## config.mk

```make
export PLATFORM = sky130hd
export DESIGN_NAME = mis_cell
export DESIGN_NICKNAME = d
export VERILOG_FILES = /design/src/rtl/mis_pkg.sv /design/src/rtl/mis_cell.sv
export SDC_FILE = /design/constraint.sdc
export NUM_CORES = 1
export LEC_CHECK = 0
export BUFFER_PORTS_ARGS = -buffer_cell sky130_fd_sc_hd__buf_2
export CAP_MARGIN = 40
export CORE_MARGIN = 1
export CORE_UTILIZATION = 49
export DETAILED_ROUTE_END_ITERATION = 6
export GPL_ROUTABILITY_DRIVEN = 0
export PLACE_DENSITY = 0.95
export SLEW_MARGIN = 40
export SYNTH_ARGS = -nofsm -noshare
export SYNTH_HDL_FRONTEND = slang
export SYNTH_SLANG_ARGS = --single-unit
export TNS_END_PERCENT = 30
```

## constraint.sdc

```tcl
create_clock -name i_clk -period 7 [get_ports i_clk]
set_input_delay 0.35 -clock i_clk [delete_from_list [all_inputs] [get_ports i_clk]]
set_output_delay 0.35 -clock i_clk [all_outputs]
set_load 0.03 [all_outputs]
```

## src/rtl/mis_pkg.sv

```systemverilog
// Shared constants and link types for the merge insertion sorter.
// Used by mis_cell, merge_insertion_sorter and tb_top; depends on nothing else.
package mis_pkg;

    // Capacity of the insertion chain, one value per cell.
    localparam int MAX_COUNT = 64;
    // Width of a held-value count, able to hold MAX_COUNT itself.
    localparam int CNT_W     = $clog2(MAX_COUNT + 1);
    localparam int DATA_W    = 32;

    // Broadcast control from the top level to every cell.
    typedef struct packed {
        logic              insert;
        logic              shift;
        logic [DATA_W-1:0] key;
    } t_cell_ctrl;

    // What a cell hands to its right-hand neighbor.
    typedef struct packed {
        logic              gt;
        logic [DATA_W-1:0] value;
    } t_cell_link;

endpackage

```

## src/rtl/mis_cell.sv

```systemverilog
// One cell of the insertion chain: holds one value, compares it with the broadcast key.
// Depends on mis_pkg for the control and link types.
module mis_cell (
    input  logic                        i_clk,
    input  mis_pkg::t_cell_ctrl         i_ctrl,
    input  logic                        i_occupied,
    input  logic                        i_left_occupied,
    input  mis_pkg::t_cell_link         i_left,
    input  logic [mis_pkg::DATA_W-1:0]  i_right_value,
    output mis_pkg::t_cell_link         o_link
);
    import mis_pkg::*;

    logic [DATA_W-1:0] r_value;
    logic [DATA_W-1:0] n_value;
    logic              w_gt;
    logic              w_first_empty;

    // This cell holds a value greater than the key, so the key lands at or left of it.
    assign w_gt          = i_occupied && ($signed(r_value) > $signed(i_ctrl.key));
    // The first free cell takes part in the insertion as well.
    assign w_first_empty = !i_occupied && i_left_occupied;

    // Next value: move right on insertion, move left on emission.
    always_comb begin
        n_value = r_value;
        if (i_ctrl.insert) begin
            if (i_left.gt) begin
                n_value = i_left.value;
            end else if (w_gt || w_first_empty) begin
                n_value = i_ctrl.key;
            end
        end else if (i_ctrl.shift) begin
            n_value = i_right_value;
        end
    end

    always_ff @(posedge i_clk) begin
        r_value <= n_value;
    end

    assign o_link.gt    = w_gt;
    assign o_link.value = r_value;

endmodule

```

**Word-level counts from Yosys, hierarchy flattened**

Index checks and enable logic that the tools add are counted.

- $lt $le $gt $ge: 1
- Equality and inequality tests: 1
- Multiplexer cells: 4
- Reductions and logical operators: 6

Operator list:

| operator | number |
|---|---|
| 2-to-1 mux 32 bit | 4 |
| > comparator 32 bit | 1 |
| != test 3 x 1 -> 1 bit (second input constant) | 1 |
| logical AND 1 bit | 2 |
| AND reduction 2 bit | 1 |
| nonzero test 2 bit | 1 |
| zero test 1 bit | 1 |
| logical OR 1 bit | 1 |

- Register bits: 32
- Output and inout bits: 33

**Longest topological paths before layout**

- Depth in word-level cells: 6
- Mapped depth: 9
- Gate-level depth less buffers: 8

**Worst setup path after synthesis**

No wires, ideal clock.

- Kind: reg2reg
- From: register r_value[14]
- To: register r_value[0], enable pin
- Library setup time: 0.441 ns
- Arrival time: 3.860 ns
- Required time: 6.559 ns
- Slack: 2.699 ns
- Stages on the path, launching flop included: 8
- Period minus slack after synthesis: 4.301 ns
- Cells stage by stage: edfxtp_1 ha_1 nand4_1 nor2_1 a221o_1 o31a_1 or3_1 a31oi_1

- Longest elaborated chain between the ends: 5

Ends and longest elaborated chain:

| item | RTL line | RTL |
|---|---|---|
| from (decl) | mis_cell.sv:14 | `logic [DATA_W-1:0] r_value;` |
| from (signal assigned) | mis_cell.sv:39 | `r_value <= n_value;` |
| > comparator 32 bit | mis_cell.sv:20 | `assign w_gt = i_occupied && ($signed(r_value) > $signed(i_ctrl.key));` |
| logical AND 1 bit | mis_cell.sv:20 |  |
| logical OR 1 bit | mis_cell.sv:30 | `end else if (w_gt \|\| w_first_empty) begin` |
| != test 3 x 1 -> 1 bit (no line) | n/a |  |
| AND reduction 2 bit (no line) | n/a |  |

Every way passes these cells.
A chain may end at the register's enable or synchronous reset.

**Worst setup path after layout**

- From: register r_value[7]
- To: register r_value[8], enable pin

Same word-level chain as after synthesis.

==> flow_summary.toml <==
[clock_tree]
clock-sinks = 32
cts_setup_buffers = 0
numCtsBuffers = 5
cts-root-buf = "clkbuf_8"
clk_path_buf_depth = 2
cts_resized = 0
path_clk_slew_ns = 0.06
cts_tree = "yes"
h-tree-depth = 2
hold_buffers = 0
clk_latency_ns = 0.27

[floorplan]
num_io_pins = 135
dieArea_um2 = 5300
die_x_um = 72.8
start_util = 0.513
die_h_um = 72.8
core_region_area_um2 = 4790
rows = 25

[sta]
slew_headroom = 0.586
final-hold-violation-count = 0
finalCritPeriodShare = 0.432
setup_viol = 0
hold-worst-slack_ns = 0.401
final.setup.worst_slack_ns = 3.98
fin_crit_ns = 3.02
final_max_slew_viol_count = 0
timing.fmax_mhz = 331
finClkSkew_ns = 0.00450
tightest_slew_ns = 0.621
fin_tns_setup_ns = 0
rsz0062_at_grt = "no"

[critical_path]
reg2reg_slack_ns = 3.98
path_cells = "ha_1 > a21oi_1 > o21ai_0 > a221o_1 > o31a_1 > or3_1 > a31oi_4 > buf_6"
end_kind = "register"
cpPeakStageDelay_ns = 0.42
required_ns = 6.98
crit_start = "r_value[7]"
cp.arrival_ns = 3.00
r2r-end = "r_value[8]"
endpoint = "r_value[8]"
critPathLaunchType = "register"
rr_startpoint = "r_value[7]"
cp_slowest_cell = "a31oi_4"
crit_fanout = 11
critical_path_class = "reg -> reg"
r2r_cells = 8

[global_route]
grt_overflow_total = 0
grt_use_total = 0.244
grt_max_degree = 67
grt_pass1_vias = 2355
grt_antenna_before_repair = 0
grt_pass1_wl_um = 9850

[synthesis]
ys_types = 25
yosysMostFrequentCell = "a21oi_1"
ys.flop_type = "edfxtp_1"
synth-seq-cells = 32
syn_nets = 397
synth_top_area_frac = 0.391
synth_area_leaders = "edfxtp_1 (39%), ha_1 (16%), mux2i_1 (13%), a21oi_1 (9.0%), nor2_1 (5.7%)"
synth_edf_count = 32
async_flop_share = 0
syn-cell-area_um2 = 2460
seq_area_frac_synth = 0.391
yosys_warnings = 0
syn_inst = 263
syn_avg_cell_area_um2 = 9.34
synthTopCellsByCount = "a21oi_1 (44), nor2_1 (37), inv_1 (35)"
synth_top_area_cell = "edfxtp_1"

[drt]
wl_per_cell_um = 13.9
wl_um = 6420
ant_nets = 0
vias = 2412
drtIter0Drc = 99
drcViolationCount = 0
dr.pass1.iters = 4
via_per_inst = 5.22

[power]
ir_worst_vdd_mv = 0.152
p_per_area_nw_per_um2 = 178
p_leak_nw = 1.71
finalPower_mw = 0.585

[placed_design]
place_area_um2 = 3210
io_buffer_count = 134
dpl.hpwl_um = 5290
place_inst = 454
post-place-ws_ns = 3.94

[finish]
drive_gt1_frac = 0.362
final_cells = 462
final_area_um2 = 3290
antenna_cells = 0
finish.utilization = 0.687
syn_to_final_growth_pct = 33.9
largest_reg_flops = 32
top_regs = "r_value x32"
fin_nets = 528
largest-register = "r_value"

[status]
status = "completed"

[flow_run]
drv_cap = 0

[hold_path]
worstHoldPathCells = 3
hold_class = "in -> reg"
worst max-delay path, delay by kind of cell, from the launching register on:
kind                       cells  cell delay [ns]
AOI/OAI and AO/OA              5             1.36
DFF                            1             0.41
and+or+nand+nor                1             0.41
adders and majority gates      1             0.33
buffers and inverters          1             0.23
worst min path at each step:
stage	startpoint	to	slack [ns]
after CTS	i_right_value[10]	r_value[10]	0.39
after global routing	i_right_value[10]	r_value[10]	0.40
final	i_right_value[10]	r_value[10]	0.40
after floorplan	i_right_value[30]	r_value[30]	0.58
after detailed placement	i_right_value[10]	r_value[10]	0.68
after global placement	i_right_value[16]	r_value[16]	0.67
report_power, final:
group	internal [mW]	switching, mW
registers	0.237	0.0113
clock network	0.0691	0.0628
logic	0.0796	0.124
final cells by class:
| class | count | area, um2 |
|---|---|---|
| fill | 391 | 1500 |
| multi-input combinational | 184 | 1330 |
| sequential | 32 | 961 |
| timing repair buffer | 136 | 702 |
| inverter | 35 | 131 |
| tap | 67 | 83.8 |
| clock buffer | 7 | 76.3 |
| clock inverter | 1 | 3.75 |
per-layer routing:
layer | track usage | vias up | wire, um
met4 | 0.0719 | 0 | 88
met1 | 0.275 | 1119 | 2580
met5 | 0 | - | 0
li1 | - | 1204 | -
met2 | 0.460 | 79 | 3470
met3 | 0.0525 | 10 | 270
cells by family after synthesis:
kind of cell / Yosys count / synth area share
AO/OA/AOI/OAI: 60 / 0.137
AND/OR/NAND/NOR: 60 / 0.105
buffers and inverters: 47 / 0.0734
multiplexers: 32 / 0.130
adder cells (fa/ha/maj): 32 / 0.163
flip-flops: 32 / 0.391
placed cells by master, fill, tap and decap left out, drive strengths merged:
cell type,n
a2111oi,1
a211oi,3
a21o,1
a21oi,45
a221o,1
a31oi,2
buf,136
clkbuf,7
clkinv,1
edfxtp,32
ha,32
inv,35
mux2i,32
nand2,8
nand3,3
nand4,8
nor2,37
nor2b,1
nor3,1
nor4,1
o211ai,3
o21ai,3
o31a,1
or3,1
Power figures use the tool's default switching activity.
